$ cat src/assert_macros.svh
// ----------------------------------------------------------------------------
// assert_macros.svh
// Assertion macros shared by the clamped rmsd accumulator RTL
// ----------------------------------------------------------------------------
`ifndef ASSERT_MACROS_SVH
`define ASSERT_MACROS_SVH

`ifndef SYNTH

// same-cycle implication, disabled during reset
`define CRA_ASSERT_IMPLY(lbl, clk, rst, ante, cons) \
   lbl: assert property (@(posedge clk) disable iff (rst) (ante) |-> (cons)) \
      else $error("same-cycle implication failed");

// next-cycle implication, disabled during reset
`define CRA_ASSERT_NEXT(lbl, clk, rst, ante, cons) \
   lbl: assert property (@(posedge clk) disable iff (rst) (ante) |=> (cons)) \
      else $error("next-cycle implication failed");

`else

`define CRA_ASSERT_IMPLY(lbl, clk, rst, ante, cons)
`define CRA_ASSERT_NEXT(lbl, clk, rst, ante, cons)

`endif

`endif

$ cat src/cra_pkg.sv
// ----------------------------------------------------------------------------
// cra_pkg
// Widths, constants and the queue entry type of the clamped rmsd accumulator
// ----------------------------------------------------------------------------
`default_nettype none

package cra_pkg;

   // field widths
   localparam int COORD_W  = 21;
   localparam int MAG_W    = COORD_W + 1;
   localparam int SQ_W     = 2 * MAG_W;
   localparam int SSQ_W    = SQ_W + 2;
   localparam int CUT_W    = 32;
   localparam int SUM_W    = 48;
   localparam int ROOT_W   = SUM_W / 2;
   localparam int SREM_W   = ROOT_W + 2;
   localparam int RMSD_W   = 16;
   localparam int PAIRS_W  = 17;
   localparam int STEP_W   = $clog2(SUM_W);

   localparam logic [CUT_W-1:0] CUT_RESET = '1;
   localparam logic [SUM_W-1:0] SUM_MAX   = '1;

   // one classified pair on its way from front to back
   typedef struct packed {
      logic             counted;
      logic             last;
      logic [MAG_W-1:0] mag_x;
      logic [MAG_W-1:0] mag_y;
      logic [MAG_W-1:0] mag_z;
   } cra_item_type;

endpackage

`default_nettype wire

$ cat src/cra_req_if.sv
// ----------------------------------------------------------------------------
// cra_req_if
// Input channel: one aligned point pair per transfer
// ----------------------------------------------------------------------------
`default_nettype none

interface cra_req_if;
   import cra_pkg::*;

   logic                      valid;
   logic                      ready;
   logic                      gap;
   logic signed [COORD_W-1:0] first_x;
   logic signed [COORD_W-1:0] first_y;
   logic signed [COORD_W-1:0] first_z;
   logic signed [COORD_W-1:0] second_x;
   logic signed [COORD_W-1:0] second_y;
   logic signed [COORD_W-1:0] second_z;
   logic                      last;

   modport source (output valid, gap, first_x, first_y, first_z,
                   second_x, second_y, second_z, last, input ready);
   modport sink   (input valid, gap, first_x, first_y, first_z,
                   second_x, second_y, second_z, last, output ready);
endinterface

`default_nettype wire

$ cat src/cra_rsp_if.sv
// ----------------------------------------------------------------------------
// cra_rsp_if
// Result channel: one rmsd result per run
// ----------------------------------------------------------------------------
`default_nettype none

interface cra_rsp_if;
   import cra_pkg::*;

   logic                valid;
   logic                ready;
   logic [RMSD_W-1:0]   rmsd;
   logic [PAIRS_W-1:0]  pairs_used;
   logic                saturated;

   modport source (output valid, rmsd, pairs_used, saturated, input ready);
   modport sink   (input valid, rmsd, pairs_used, saturated, output ready);
endinterface

`default_nettype wire

$ cat src/clamped_rmsd_accumulator.sv
// ----------------------------------------------------------------------------
// clamped_rmsd_accumulator
// RMSD over a stream of aligned point pairs, each squared distance capped
// ----------------------------------------------------------------------------
//  channel   direction  transfer                 payload
//  req_ch    in         valid & ready            gap, first_xyz, second_xyz, last
//  rsp_ch    out        valid & ready            rmsd, pairs_used, saturated
//  csr_*     in         csr_wr_en (no wait)      cutoff_sq
//
//  One pair per cycle passes front, queue and the three-stage back pipeline,
//  unless a last item waits for the finisher. The finisher forms a run's
//  result by bit-serial divide and then square root, both skipped when no
//  pair was counted. A second last item waits at the accumulator until the
//  finisher has delivered; pairs behind it fill the queue and then stall req_ch.
//  Reset is synchronous, active high; cutoff_sq resets to all ones.
// ----------------------------------------------------------------------------
`default_nettype none

module clamped_rmsd_accumulator #(
   parameter int MAX_PAIRS   = 65536,
   parameter int QUEUE_DEPTH = 4
) (
   input  wire logic                      clock,
   input  wire logic                      reset,
   cra_req_if.sink                        req_ch,
   cra_rsp_if.source                      rsp_ch,
   input  wire logic                      csr_wr_en,
   input  wire logic [cra_pkg::CUT_W-1:0] csr_wr_data
);
   import cra_pkg::*;
   `include "assert_macros.svh"

   localparam int CNT_W = $clog2(MAX_PAIRS + 1);

   logic [CUT_W-1:0] cutoff_ff, cutoff_in;
   logic             fifo_push, fifo_pop, fifo_full, fifo_nempty;
   cra_item_type     push_item, pop_item;
   logic             fin_idle, fin_start, fin_ovf;
   logic [SUM_W-1:0] fin_sum;
   logic [CNT_W-1:0] fin_cnt;

   // cutoff register
   assign cutoff_in = csr_wr_en ? csr_wr_data : cutoff_ff;

   always_ff @(posedge clock) begin
      if (reset) begin
         cutoff_ff <= CUT_RESET;
      end else begin
         cutoff_ff <= cutoff_in;
      end
   end

   cra_front u_front (
      .req       (req_ch),
      .fifo_full (fifo_full),
      .fifo_push (fifo_push),
      .fifo_item (push_item)
   );

   cra_fifo #(
      .DEPTH (QUEUE_DEPTH)
   ) u_fifo (
      .clock   (clock),
      .reset   (reset),
      .push    (fifo_push),
      .wr_item (push_item),
      .full    (fifo_full),
      .pop     (fifo_pop),
      .rd_item (pop_item),
      .nempty  (fifo_nempty)
   );

   cra_back #(
      .MAX_PAIRS (MAX_PAIRS)
   ) u_back (
      .clock       (clock),
      .reset       (reset),
      .fifo_nempty (fifo_nempty),
      .fifo_item   (pop_item),
      .fifo_pop    (fifo_pop),
      .cutoff_sq   (cutoff_ff),
      .fin_idle    (fin_idle),
      .fin_start   (fin_start),
      .fin_sum     (fin_sum),
      .fin_cnt     (fin_cnt),
      .fin_ovf     (fin_ovf)
   );

   cra_finish #(
      .MAX_PAIRS (MAX_PAIRS)
   ) u_finish (
      .clock (clock),
      .reset (reset),
      .start (fin_start),
      .sum   (fin_sum),
      .cnt   (fin_cnt),
      .ovf   (fin_ovf),
      .idle  (fin_idle),
      .rsp   (rsp_ch)
   );

   // queue never overfills or underflows, finisher is taken only when free
   `CRA_ASSERT_IMPLY(a_no_push_when_full, clock, reset, fifo_full, !fifo_push)
   `CRA_ASSERT_IMPLY(a_pop_needs_data, clock, reset, fifo_pop, fifo_nempty)
   `CRA_ASSERT_IMPLY(a_start_when_idle, clock, reset, fin_start, fin_idle)
   `CRA_ASSERT_NEXT(a_busy_after_start, clock, reset, fin_start, !fin_idle)
endmodule

`default_nettype wire

$ cat src/cra_front.sv
// ----------------------------------------------------------------------------
// cra_front
// Accepts pairs, classifies gap and last, forms per-axis distance magnitudes
// ----------------------------------------------------------------------------
`default_nettype none

module cra_front (
   cra_req_if.sink              req,
   input  wire logic            fifo_full,
   output logic                 fifo_push,
   output cra_pkg::cra_item_type fifo_item
);
   import cra_pkg::*;

   function automatic logic [MAG_W-1:0] abs_diff(input logic [COORD_W-1:0] a,
                                                 input logic [COORD_W-1:0] b);
      logic [MAG_W-1:0] d;
      d = {a[COORD_W-1], a} - {b[COORD_W-1], b};
      return d[MAG_W-1] ? (~d + MAG_W'(1)) : d;
   endfunction

   // take a transfer whenever the queue has room
   assign req.ready = !fifo_full;
   assign fifo_push = req.valid && !fifo_full;

   // classify and reduce each axis to an unsigned magnitude
   always_comb begin
      fifo_item.counted = !req.gap;
      fifo_item.last    = req.last;
      fifo_item.mag_x   = abs_diff(req.first_x, req.second_x);
      fifo_item.mag_y   = abs_diff(req.first_y, req.second_y);
      fifo_item.mag_z   = abs_diff(req.first_z, req.second_z);
   end
endmodule

`default_nettype wire

$ cat src/cra_fifo.sv
// ----------------------------------------------------------------------------
// cra_fifo
// Short queue between front and back so each side stalls on its own
// ----------------------------------------------------------------------------
`default_nettype none

module cra_fifo #(
   parameter int DEPTH = 4
) (
   input  wire logic                  clock,
   input  wire logic                  reset,
   input  wire logic                  push,
   input  wire cra_pkg::cra_item_type wr_item,
   output logic                       full,
   input  wire logic                  pop,
   output cra_pkg::cra_item_type      rd_item,
   output logic                       nempty
);
   import cra_pkg::*;

   localparam int PTR_W = (DEPTH > 1) ? $clog2(DEPTH) : 1;
   localparam int CNT_W = $clog2(DEPTH + 1);
   localparam logic [PTR_W-1:0] PTR_LAST = PTR_W'(DEPTH - 1);
   localparam logic [CNT_W-1:0] CNT_FULL = CNT_W'(DEPTH);

   cra_item_type     entry_ff [DEPTH];
   logic [PTR_W-1:0] wr_ptr_ff, wr_ptr_in;
   logic [PTR_W-1:0] rd_ptr_ff, rd_ptr_in;
   logic [CNT_W-1:0] count_ff, count_in;

   assign full    = (count_ff == CNT_FULL);
   assign nempty  = (count_ff != '0);
   assign rd_item = entry_ff[rd_ptr_ff];

   // pointer and occupancy update
   always_comb begin
      wr_ptr_in = wr_ptr_ff;
      rd_ptr_in = rd_ptr_ff;
      count_in  = count_ff;
      if (push) begin
         wr_ptr_in = (wr_ptr_ff == PTR_LAST) ? '0 : wr_ptr_ff + PTR_W'(1);
      end
      if (pop) begin
         rd_ptr_in = (rd_ptr_ff == PTR_LAST) ? '0 : rd_ptr_ff + PTR_W'(1);
      end
      if (push && !pop) begin
         count_in = count_ff + CNT_W'(1);
      end else if (pop && !push) begin
         count_in = count_ff - CNT_W'(1);
      end
   end

   always_ff @(posedge clock) begin
      if (reset) begin
         wr_ptr_ff <= '0;
         rd_ptr_ff <= '0;
         count_ff  <= '0;
      end else begin
         wr_ptr_ff <= wr_ptr_in;
         rd_ptr_ff <= rd_ptr_in;
         count_ff  <= count_in;
      end
   end

   // entry storage
   always_ff @(posedge clock) begin
      if (push) begin
         entry_ff[wr_ptr_ff] <= wr_item;
      end
   end
endmodule

`default_nettype wire

$ cat src/cra_back.sv
// ----------------------------------------------------------------------------
// cra_back
// Squares, clamps and accumulates pairs; hands each finished run to the finisher
// ----------------------------------------------------------------------------
`default_nettype none

module cra_back #(
   parameter int MAX_PAIRS = 65536,
   localparam int CNT_W    = $clog2(MAX_PAIRS + 1)
) (
   input  wire logic                       clock,
   input  wire logic                       reset,
   input  wire logic                       fifo_nempty,
   input  wire cra_pkg::cra_item_type      fifo_item,
   output logic                            fifo_pop,
   input  wire logic [cra_pkg::CUT_W-1:0]  cutoff_sq,
   input  wire logic                       fin_idle,
   output logic                            fin_start,
   output logic [cra_pkg::SUM_W-1:0]       fin_sum,
   output logic [CNT_W-1:0]                fin_cnt,
   output logic                            fin_ovf
);
   import cra_pkg::*;

   localparam logic [CNT_W-1:0] CNT_MAX = CNT_W'(MAX_PAIRS);

   // square stage
   logic             s1_valid_ff, s1_valid_in;
   logic             s1_counted_ff, s1_last_ff;
   logic [SQ_W-1:0]  sqx_ff, sqy_ff, sqz_ff;
   // sum and clamp stage
   logic             s2_valid_ff, s2_valid_in;
   logic             s2_counted_ff, s2_last_ff;
   logic [CUT_W-1:0] dd_ff, dd_in;
   logic [SSQ_W-1:0] ssq;
   // accumulators
   logic [SUM_W-1:0] sum_ff, sum_in, sum_nxt;
   logic [CNT_W-1:0] cnt_ff, cnt_in, cnt_nxt;
   logic             ovf_ff, ovf_in, ovf_nxt;
   logic [SUM_W:0]   sum_wide;
   logic             advance, fire;

   // a last item waits here until the finisher is free
   assign advance  = !(s2_valid_ff && s2_last_ff && !fin_idle);
   assign fifo_pop = fifo_nempty && advance;
   assign fire     = s2_valid_ff && advance;

   assign s1_valid_in = advance ? fifo_pop : s1_valid_ff;
   assign s2_valid_in = advance ? s1_valid_ff : s2_valid_ff;

   // sum of squares capped at the cutoff
   always_comb begin
      ssq   = SSQ_W'(sqx_ff) + SSQ_W'(sqy_ff) + SSQ_W'(sqz_ff);
      dd_in = (ssq > SSQ_W'(cutoff_sq)) ? cutoff_sq : ssq[CUT_W-1:0];
   end

   // saturating accumulate of the item in the last stage
   always_comb begin
      sum_wide = {1'b0, sum_ff} + (SUM_W + 1)'(dd_ff);
      sum_nxt  = sum_ff;
      cnt_nxt  = cnt_ff;
      ovf_nxt  = ovf_ff;
      if (s2_counted_ff) begin
         if (cnt_ff == CNT_MAX) begin
            ovf_nxt = 1'b1;
         end else begin
            cnt_nxt = cnt_ff + CNT_W'(1);
            if (sum_wide[SUM_W]) begin
               sum_nxt = SUM_MAX;
               ovf_nxt = 1'b1;
            end else begin
               sum_nxt = sum_wide[SUM_W-1:0];
            end
         end
      end
   end

   // run boundary: hand off and clear
   always_comb begin
      fin_start = fire && s2_last_ff;
      fin_sum   = sum_nxt;
      fin_cnt   = cnt_nxt;
      fin_ovf   = ovf_nxt;
      sum_in    = sum_ff;
      cnt_in    = cnt_ff;
      ovf_in    = ovf_ff;
      if (fire) begin
         if (s2_last_ff) begin
            sum_in = '0;
            cnt_in = '0;
            ovf_in = 1'b0;
         end else begin
            sum_in = sum_nxt;
            cnt_in = cnt_nxt;
            ovf_in = ovf_nxt;
         end
      end
   end

   // control registers
   always_ff @(posedge clock) begin
      if (reset) begin
         s1_valid_ff <= 1'b0;
         s2_valid_ff <= 1'b0;
         sum_ff      <= '0;
         cnt_ff      <= '0;
         ovf_ff      <= 1'b0;
      end else begin
         s1_valid_ff <= s1_valid_in;
         s2_valid_ff <= s2_valid_in;
         sum_ff      <= sum_in;
         cnt_ff      <= cnt_in;
         ovf_ff      <= ovf_in;
      end
   end

   // pipeline payload
   always_ff @(posedge clock) begin
      if (fifo_pop) begin
         s1_counted_ff <= fifo_item.counted;
         s1_last_ff    <= fifo_item.last;
         sqx_ff        <= SQ_W'(fifo_item.mag_x) * SQ_W'(fifo_item.mag_x);
         sqy_ff        <= SQ_W'(fifo_item.mag_y) * SQ_W'(fifo_item.mag_y);
         sqz_ff        <= SQ_W'(fifo_item.mag_z) * SQ_W'(fifo_item.mag_z);
      end
      if (advance) begin
         s2_counted_ff <= s1_counted_ff;
         s2_last_ff    <= s1_last_ff;
         dd_ff         <= dd_in;
      end
   end
endmodule

`default_nettype wire

$ cat src/cra_finish.sv
// ----------------------------------------------------------------------------
// cra_finish
// Bit-serial divide of sum by count, then digit-serial square root
// ----------------------------------------------------------------------------
`default_nettype none

module cra_finish #(
   parameter int MAX_PAIRS = 65536,
   localparam int CNT_W    = $clog2(MAX_PAIRS + 1)
) (
   input  wire logic                       clock,
   input  wire logic                       reset,
   input  wire logic                       start,
   input  wire logic [cra_pkg::SUM_W-1:0]  sum,
   input  wire logic [CNT_W-1:0]           cnt,
   input  wire logic                       ovf,
   output logic                            idle,
   cra_rsp_if.source                       rsp
);
   import cra_pkg::*;

   localparam logic [1:0] ST_IDLE = 2'd0;
   localparam logic [1:0] ST_DIV  = 2'd1;
   localparam logic [1:0] ST_SQRT = 2'd2;
   localparam logic [1:0] ST_OUT  = 2'd3;

   localparam logic [STEP_W-1:0] DIV_LAST  = STEP_W'(SUM_W - 1);
   localparam logic [STEP_W-1:0] SQRT_LAST = STEP_W'(ROOT_W - 1);

   logic [1:0]          state_ff, state_in;
   logic [STEP_W-1:0]   step_ff, step_in;
   logic [SUM_W-1:0]    num_ff, num_in;
   logic [CNT_W-1:0]    den_ff, den_in;
   logic [CNT_W:0]      rem_ff, rem_in;
   logic [ROOT_W-1:0]   root_ff, root_in;
   logic [SREM_W-1:0]   srem_ff, srem_in;
   logic [RMSD_W-1:0]   rmsd_ff, rmsd_in;
   logic [PAIRS_W-1:0]  pairs_ff, pairs_in;
   logic                ovf_ff, ovf_in;

   logic [CNT_W:0]             rem_sh;
   logic [SREM_W-1:0]          srem_sh, trial;
   logic [ROOT_W-1:0]          root_new;
   logic [CNT_W+PAIRS_W-1:0]   cnt_ext;

   assign idle       = (state_ff == ST_IDLE);
   assign rsp.valid  = (state_ff == ST_OUT);
   assign rsp.rmsd   = rmsd_ff;
   assign rsp.pairs_used = pairs_ff;
   assign rsp.saturated  = ovf_ff;

   // one quotient bit and one root digit per step
   always_comb begin
      cnt_ext  = {{PAIRS_W{1'b0}}, cnt};
      rem_sh   = {rem_ff[CNT_W-1:0], num_ff[SUM_W-1]};
      srem_sh  = {srem_ff[SREM_W-3:0], num_ff[SUM_W-1 -: 2]};
      trial    = {root_ff, 2'b01};
      root_new = {root_ff[ROOT_W-2:0], (srem_sh >= trial)};
   end

   // sequencer
   always_comb begin
      state_in = state_ff;
      step_in  = step_ff;
      num_in   = num_ff;
      den_in   = den_ff;
      rem_in   = rem_ff;
      root_in  = root_ff;
      srem_in  = srem_ff;
      rmsd_in  = rmsd_ff;
      pairs_in = pairs_ff;
      ovf_in   = ovf_ff;
      case (state_ff)
         ST_IDLE: begin
            if (start) begin
               pairs_in = cnt_ext[PAIRS_W-1:0];
               ovf_in   = ovf;
               num_in   = sum;
               den_in   = cnt;
               rem_in   = '0;
               step_in  = '0;
               if (cnt == '0) begin
                  rmsd_in  = '0;
                  state_in = ST_OUT;
               end else begin
                  state_in = ST_DIV;
               end
            end
         end
         ST_DIV: begin
            if (rem_sh >= {1'b0, den_ff}) begin
               rem_in = rem_sh - {1'b0, den_ff};
               num_in = {num_ff[SUM_W-2:0], 1'b1};
            end else begin
               rem_in = rem_sh;
               num_in = {num_ff[SUM_W-2:0], 1'b0};
            end
            step_in = step_ff + STEP_W'(1);
            if (step_ff == DIV_LAST) begin
               step_in  = '0;
               root_in  = '0;
               srem_in  = '0;
               state_in = ST_SQRT;
            end
         end
         ST_SQRT: begin
            srem_in = (srem_sh >= trial) ? srem_sh - trial : srem_sh;
            root_in = root_new;
            num_in  = {num_ff[SUM_W-3:0], 2'b00};
            step_in = step_ff + STEP_W'(1);
            if (step_ff == SQRT_LAST) begin
               rmsd_in  = (|root_new[ROOT_W-1:RMSD_W]) ? '1 : root_new[RMSD_W-1:0];
               state_in = ST_OUT;
            end
         end
         ST_OUT: begin
            if (rsp.ready) begin
               state_in = ST_IDLE;
            end
         end
         default: begin
            state_in = ST_IDLE;
         end
      endcase
   end

   always_ff @(posedge clock) begin
      if (reset) begin
         state_ff <= ST_IDLE;
      end else begin
         state_ff <= state_in;
      end
   end

   // datapath registers
   always_ff @(posedge clock) begin
      step_ff  <= step_in;
      num_ff   <= num_in;
      den_ff   <= den_in;
      rem_ff   <= rem_in;
      root_ff  <= root_in;
      srem_ff  <= srem_in;
      rmsd_ff  <= rmsd_in;
      pairs_ff <= pairs_in;
      ovf_ff   <= ovf_in;
   end
endmodule

`default_nettype wire

$ cat src/flat_wrapper.sv
// flat-port wrapper written by rule: the top's interface ports become plain ports
module clamped_rmsd_accumulator_flat import cra_pkg::*;
#(
   parameter int MAX_PAIRS   = 65536,
   parameter int QUEUE_DEPTH = 4
)
  (clock, reset, csr_wr_en, csr_wr_data, req_ch_valid, req_ch_gap, req_ch_first_x, req_ch_first_y, req_ch_first_z, req_ch_second_x, req_ch_second_y, req_ch_second_z, req_ch_last, req_ch_ready, rsp_ch_valid, rsp_ch_rmsd, rsp_ch_pairs_used, rsp_ch_saturated, rsp_ch_ready);
  cra_req_if req_ch_i ();
  cra_rsp_if rsp_ch_i ();
  input  wire logic clock;
  input  wire logic reset;
  input  wire logic csr_wr_en;
  input  wire logic [cra_pkg::CUT_W-1:0] csr_wr_data;
  input wire logic [$bits(req_ch_i.valid)-1:0] req_ch_valid;
  input wire logic [$bits(req_ch_i.gap)-1:0] req_ch_gap;
  input wire logic [$bits(req_ch_i.first_x)-1:0] req_ch_first_x;
  input wire logic [$bits(req_ch_i.first_y)-1:0] req_ch_first_y;
  input wire logic [$bits(req_ch_i.first_z)-1:0] req_ch_first_z;
  input wire logic [$bits(req_ch_i.second_x)-1:0] req_ch_second_x;
  input wire logic [$bits(req_ch_i.second_y)-1:0] req_ch_second_y;
  input wire logic [$bits(req_ch_i.second_z)-1:0] req_ch_second_z;
  input wire logic [$bits(req_ch_i.last)-1:0] req_ch_last;
  output wire logic [$bits(req_ch_i.ready)-1:0] req_ch_ready;
  output wire logic [$bits(rsp_ch_i.valid)-1:0] rsp_ch_valid;
  output wire logic [$bits(rsp_ch_i.rmsd)-1:0] rsp_ch_rmsd;
  output wire logic [$bits(rsp_ch_i.pairs_used)-1:0] rsp_ch_pairs_used;
  output wire logic [$bits(rsp_ch_i.saturated)-1:0] rsp_ch_saturated;
  input wire logic [$bits(rsp_ch_i.ready)-1:0] rsp_ch_ready;
  assign req_ch_i.valid = req_ch_valid;
  assign req_ch_i.gap = req_ch_gap;
  assign req_ch_i.first_x = req_ch_first_x;
  assign req_ch_i.first_y = req_ch_first_y;
  assign req_ch_i.first_z = req_ch_first_z;
  assign req_ch_i.second_x = req_ch_second_x;
  assign req_ch_i.second_y = req_ch_second_y;
  assign req_ch_i.second_z = req_ch_second_z;
  assign req_ch_i.last = req_ch_last;
  assign req_ch_ready = req_ch_i.ready;
  assign rsp_ch_valid = rsp_ch_i.valid;
  assign rsp_ch_rmsd = rsp_ch_i.rmsd;
  assign rsp_ch_pairs_used = rsp_ch_i.pairs_used;
  assign rsp_ch_saturated = rsp_ch_i.saturated;
  assign rsp_ch_i.ready = rsp_ch_ready;
  clamped_rmsd_accumulator #(.MAX_PAIRS(MAX_PAIRS), .QUEUE_DEPTH(QUEUE_DEPTH)) u_core (.clock(clock), .reset(reset), .req_ch(req_ch_i), .rsp_ch(rsp_ch_i), .csr_wr_en(csr_wr_en), .csr_wr_data(csr_wr_data));
endmodule
$ cat config.mk
export PLATFORM = sky130hd
export DESIGN_NAME = clamped_rmsd_accumulator_flat
export DESIGN_NICKNAME = d
export VERILOG_FILES = /design/src/cra_pkg.sv /design/src/cra_req_if.sv /design/src/cra_rsp_if.sv /design/src/clamped_rmsd_accumulator.sv /design/src/cra_front.sv /design/src/cra_fifo.sv /design/src/cra_back.sv /design/src/cra_finish.sv /design/src/flat_wrapper.sv
export VERILOG_INCLUDE_DIRS = /design/src /design/src/src
export SDC_FILE = /design/constraint.sdc
export NUM_CORES = 2
export LEC_CHECK = 0
export BUFFER_PORTS_ARGS = -buffer_cell sky130_fd_sc_hd__buf_2
export CORE_MARGIN = 5
export CORE_UTILIZATION = 65
export CTS_CLUSTER_SIZE = 25
export DETAILED_ROUTE_END_ITERATION = 8
export PLACE_DENSITY = 0.87
export SETUP_SLACK_MARGIN = 0.4
export SYNTH_ARGS = -nofsm -noshare
export SYNTH_HDL_FRONTEND = slang
export SYNTH_SLANG_ARGS = --single-unit
$ cat constraint.sdc
create_clock -name clock -period 13.5 [get_ports clock]
set_clock_uncertainty 0.2 [all_clocks]
set_input_delay 0 -clock clock [delete_from_list [all_inputs] [get_ports clock]]
set_output_delay 0 -clock clock [all_outputs]
set_load 0.03 [all_outputs]
==> key figures <==
Global route
  • Vias in the first global route: around 64k
  • First-pass GRT wire length: between 300 and 400 mm
  • Gr usage total: about a third
  • GRT overflow: 0
  • Largest net degree at the start of global routing: 93
  • Initial antenna violation count: 1

Yosys
  • Sequential-to-total area share from yosys stat: between 20% and 30%
  • Async SR Flop Fraction: 0%
  • Post-synthesis average cell area: 9.88 sq um
  • Synth Register Bits: about 700
  • Synth cell types: between 90 and 100
  • Ys flop type: edfxtp_1
  • Cell Area, Synth: 0.0786 sq mm
  • Cell count after synthesis: around 8k
  • Yosys warning count: 0
  • Post-synth EDFFs: about 600

Worst setup path
  • Slowest cell on crit path: o21ai_1
  • CP max stage delay: roughly 0.79 ns
  • Critical Path Start Type: flop
  • Critical path type: flop to flop
  • CP Capture Type: flop
  • Critical path arrival: roughly 11 ns
  • Cell mode on critical path: fa_1
  • CP Max Fanout: 41
  • Critical Path RT: ~14 ns

Floorplan
  • Die extent in y: between 300 and 400 um
  • Die Span X: ~360 um
  • # rows: around 130
  • Starting density of the core: roughly two thirds
  • Die Footprint: ~0.13 sq mm
  • Core box area: 0.120 sq mm
  • I/O pin cnt: roughly 200

Place
  • Count of input and output buffers: 200
  • Placer congestion estimate: around 1
  • HPWL after DPL: ~150 mm

Drt
  • 1st-pass router iterations: 9
  • Routed wire length: a little over 200 mm
  • Initial DRC Count: a little under 6k
  • Vias per cell: around 6.0
  • DR vias: 59.4k
  • DRC viols: 0
  • Remaining antenna violation count: 0
  • Drt wl/cell: between 20 and 25 um

STA
  • Slew margin rel.: 12.6%
  • Setup TNS: 0 ns
  • Worst slew pin tran: 1.31 ns
  • Pins Over Slew Limit: 0
  • Tmin final: ~10 ns
  • Fmax: roughly 96 MHz
  • Final hold violation count: 0
  • RSZ-0062 raised after global routing: no
  • Final setup violation count: 0
  • Final worst-path cycle share: slightly below 80%

Finish
  • Area growth, synth to finish: 9.04%
  • Layout net count: around 10k
  • Number of diodes: 0
  • Filler Cell Count: between 8k and 9k
  • Layout cell share with drive strength beyond 1: approximately 6.8%
  • Commonest non-fill, non-tap cell in the layout: inv_1
  • Most frequent cells in the layout: inv_1 (1579), fa_1 (1077), nand2_1 (717), ha_1 (706), nor2_1 (663)

Clock network
  • Clock buffer depth: 3
  • Clock root buffer: clkbuf_16
  • Total clock sinks: around 700
  • Post-CTS Setup Bufs: 0
  • CTS H-tree lvls: 3
  • Clock-pin slew on the worst setup and hold paths: roughly 0.060 ns
  • Post_cts resized: 0
  • Clock Latency Late Sink: approximately 0.66 ns
  • CTS tree: built
  • Hold buffer count at cts: 189
  • CTS buffer count: between 70 and 80

Job
  • Max-cap viol count: 0

Min path
  • Hold crit path type: input port to flop

Status
  • Outcome: complete, no violations
==> area by class of cell <==
type	instances	area, sq um	share of cell area (%)
Clock buffer	98	2130	2.49
Timing Repair Buffer	464	3470	4.05
Tap cell	1612	2020	2.35
Clock inverter	39	340	0.397
Multi-Input combinational cell	5406	51800	60.4
Sequential cell	701	19900	23.3
Inverter	1600	6010	7.01
==> synthesized netlist by cell type, types with 14 or more instances <==
cell      count  share of area, %
a21boi_0     19              0.18
edfxtp_1    590                23
a31oi_1      25              0.20
ha_1        708                11
fa_1       1077                27
a21oi_1     330               2.1
a211oi_1     25              0.24
nor2_1      664               3.2
buf_1        36              0.17
nor3_1       70              0.45
and2_1       25              0.20
and3_1       38              0.30
nor2b_1      36              0.29
nand4_1      51              0.41
nor4_1       16              0.13
mux2_4       17              0.32
mux2i_1     107               1.4
mux2_2       81               1.2
nand2b_1     36              0.29
o22ai_1      21              0.17
dfxtp_1     111               2.8
xnor2_1     236               2.6
clkinv_1     14             0.067
clkbuf_1    202              0.96
nand2_1     718               3.4
o211ai_1     68              0.65
o21ai_1      31              0.20
nand3_1      66              0.42
or3_1        20              0.16
xor2_1      128               1.4
o21a_1       80              0.76
a21o_1      150               1.4
o21ai_0     244               1.6
or2_2        16              0.13
a221oi_1     31              0.35
a22oi_1      30              0.29
o21bai_1     53              0.51
o31ai_1      24              0.23
inv_1      1580               7.5
==> layer usage <==
layer | share of wire (%) | GRT usage (%) | vias up
met5 | 0.0065 | 0.0755 | -
met2 | 48 | 54.3 | 3049
met4 | 5.3 | 14.7 | 2
met3 | 9.3 | 6.71 | 731
met1 | 37 | 39.5 | 29200
li1 | - | - | 26400
==> critical path: cells and delay by family (launching register included) <==
kind	cells	cell delay, ns
AO/OA/AOI/OAI	11	3.06
XOR/XNOR	1	0.08
adder cells (fa/ha/maj)	8	3.87
buffers and inverters	5	1.38
flip-flops	1	0.35
multiplexers	1	0.41
AND/OR/NAND/NOR	3	0.79
==> final timing paths <==
| kind | end | start | depth (start not counted) | slack (ns) |
|---|---|---|---|---|
| min reg2reg | u_core.u_back.s2_last_ff | u_core.u_back.s1_last_ff | 0 | 0.23 |
| max | u_core.u_back.sqx_ff[43] | flop | 29 | 3.06 |
| min | u_core.u_fifo.entry_ff[2][2] | req_ch_second_z[2] | 5 | 0.03 |
| max reg2reg | u_core.u_back.sqx_ff[43] | flop | 29 | 3.06 |
==> sequential cells by signal, summed over array words and instances, names as in the netlist, 24 cells and up, named ones only <==
signal and flops:
u_core.cutoff_ff 32, u_core.u_finish.num_ff 48, u_core.u_back.sqx_ff 43, u_core.u_finish.srem_ff 24
u_core.u_finish.root_ff 24, u_core.u_back.sqy_ff 43, u_core.u_back.sum_ff 48, u_core.u_fifo.entry_ff 272
u_core.u_back.sqz_ff 43, u_core.u_back.dd_ff 32
==> cell families (layout without fill, tap and decap cells) <==
group | Yosys count | in the layout | share of synthesized area, %
buffers and inverters | 1844 | 2201 | 8.82
AND/OR/NAND/NOR | 1799 | 1799 | 9.81
adder cells (fa/ha/maj) | 1788 | 1788 | 38.7
AO/OA/AOI/OAI | 1241 | 1241 | 10.2
flip-flops | 701 | 701 | 25.4
XOR/XNOR | 364 | 364 | 4.06
multiplexers | 211 | 211 | 2.98
other | 2 | 3 | 0.00956
==> stage by stage <==
step                      hold slack, ns  instances  worst slack, ns  utilization (%)  area (sq um)
after floorplan                   -0.101       7951             3.60                -         78600
after global placement            0.0318       9594             3.48             67.8         81300
after detailed placement          0.0391       9594             3.19             67.8         81300
after CTS                       0.000417       9920             3.17             71.4         85700
after global routing              0.0549       9920             2.49             71.4         85700
final                             0.0286       9920             3.06             71.4         85700
Power is not shown: default switching activity piles up to over one toggle a cycle in this logic, so the estimate is an artifact.
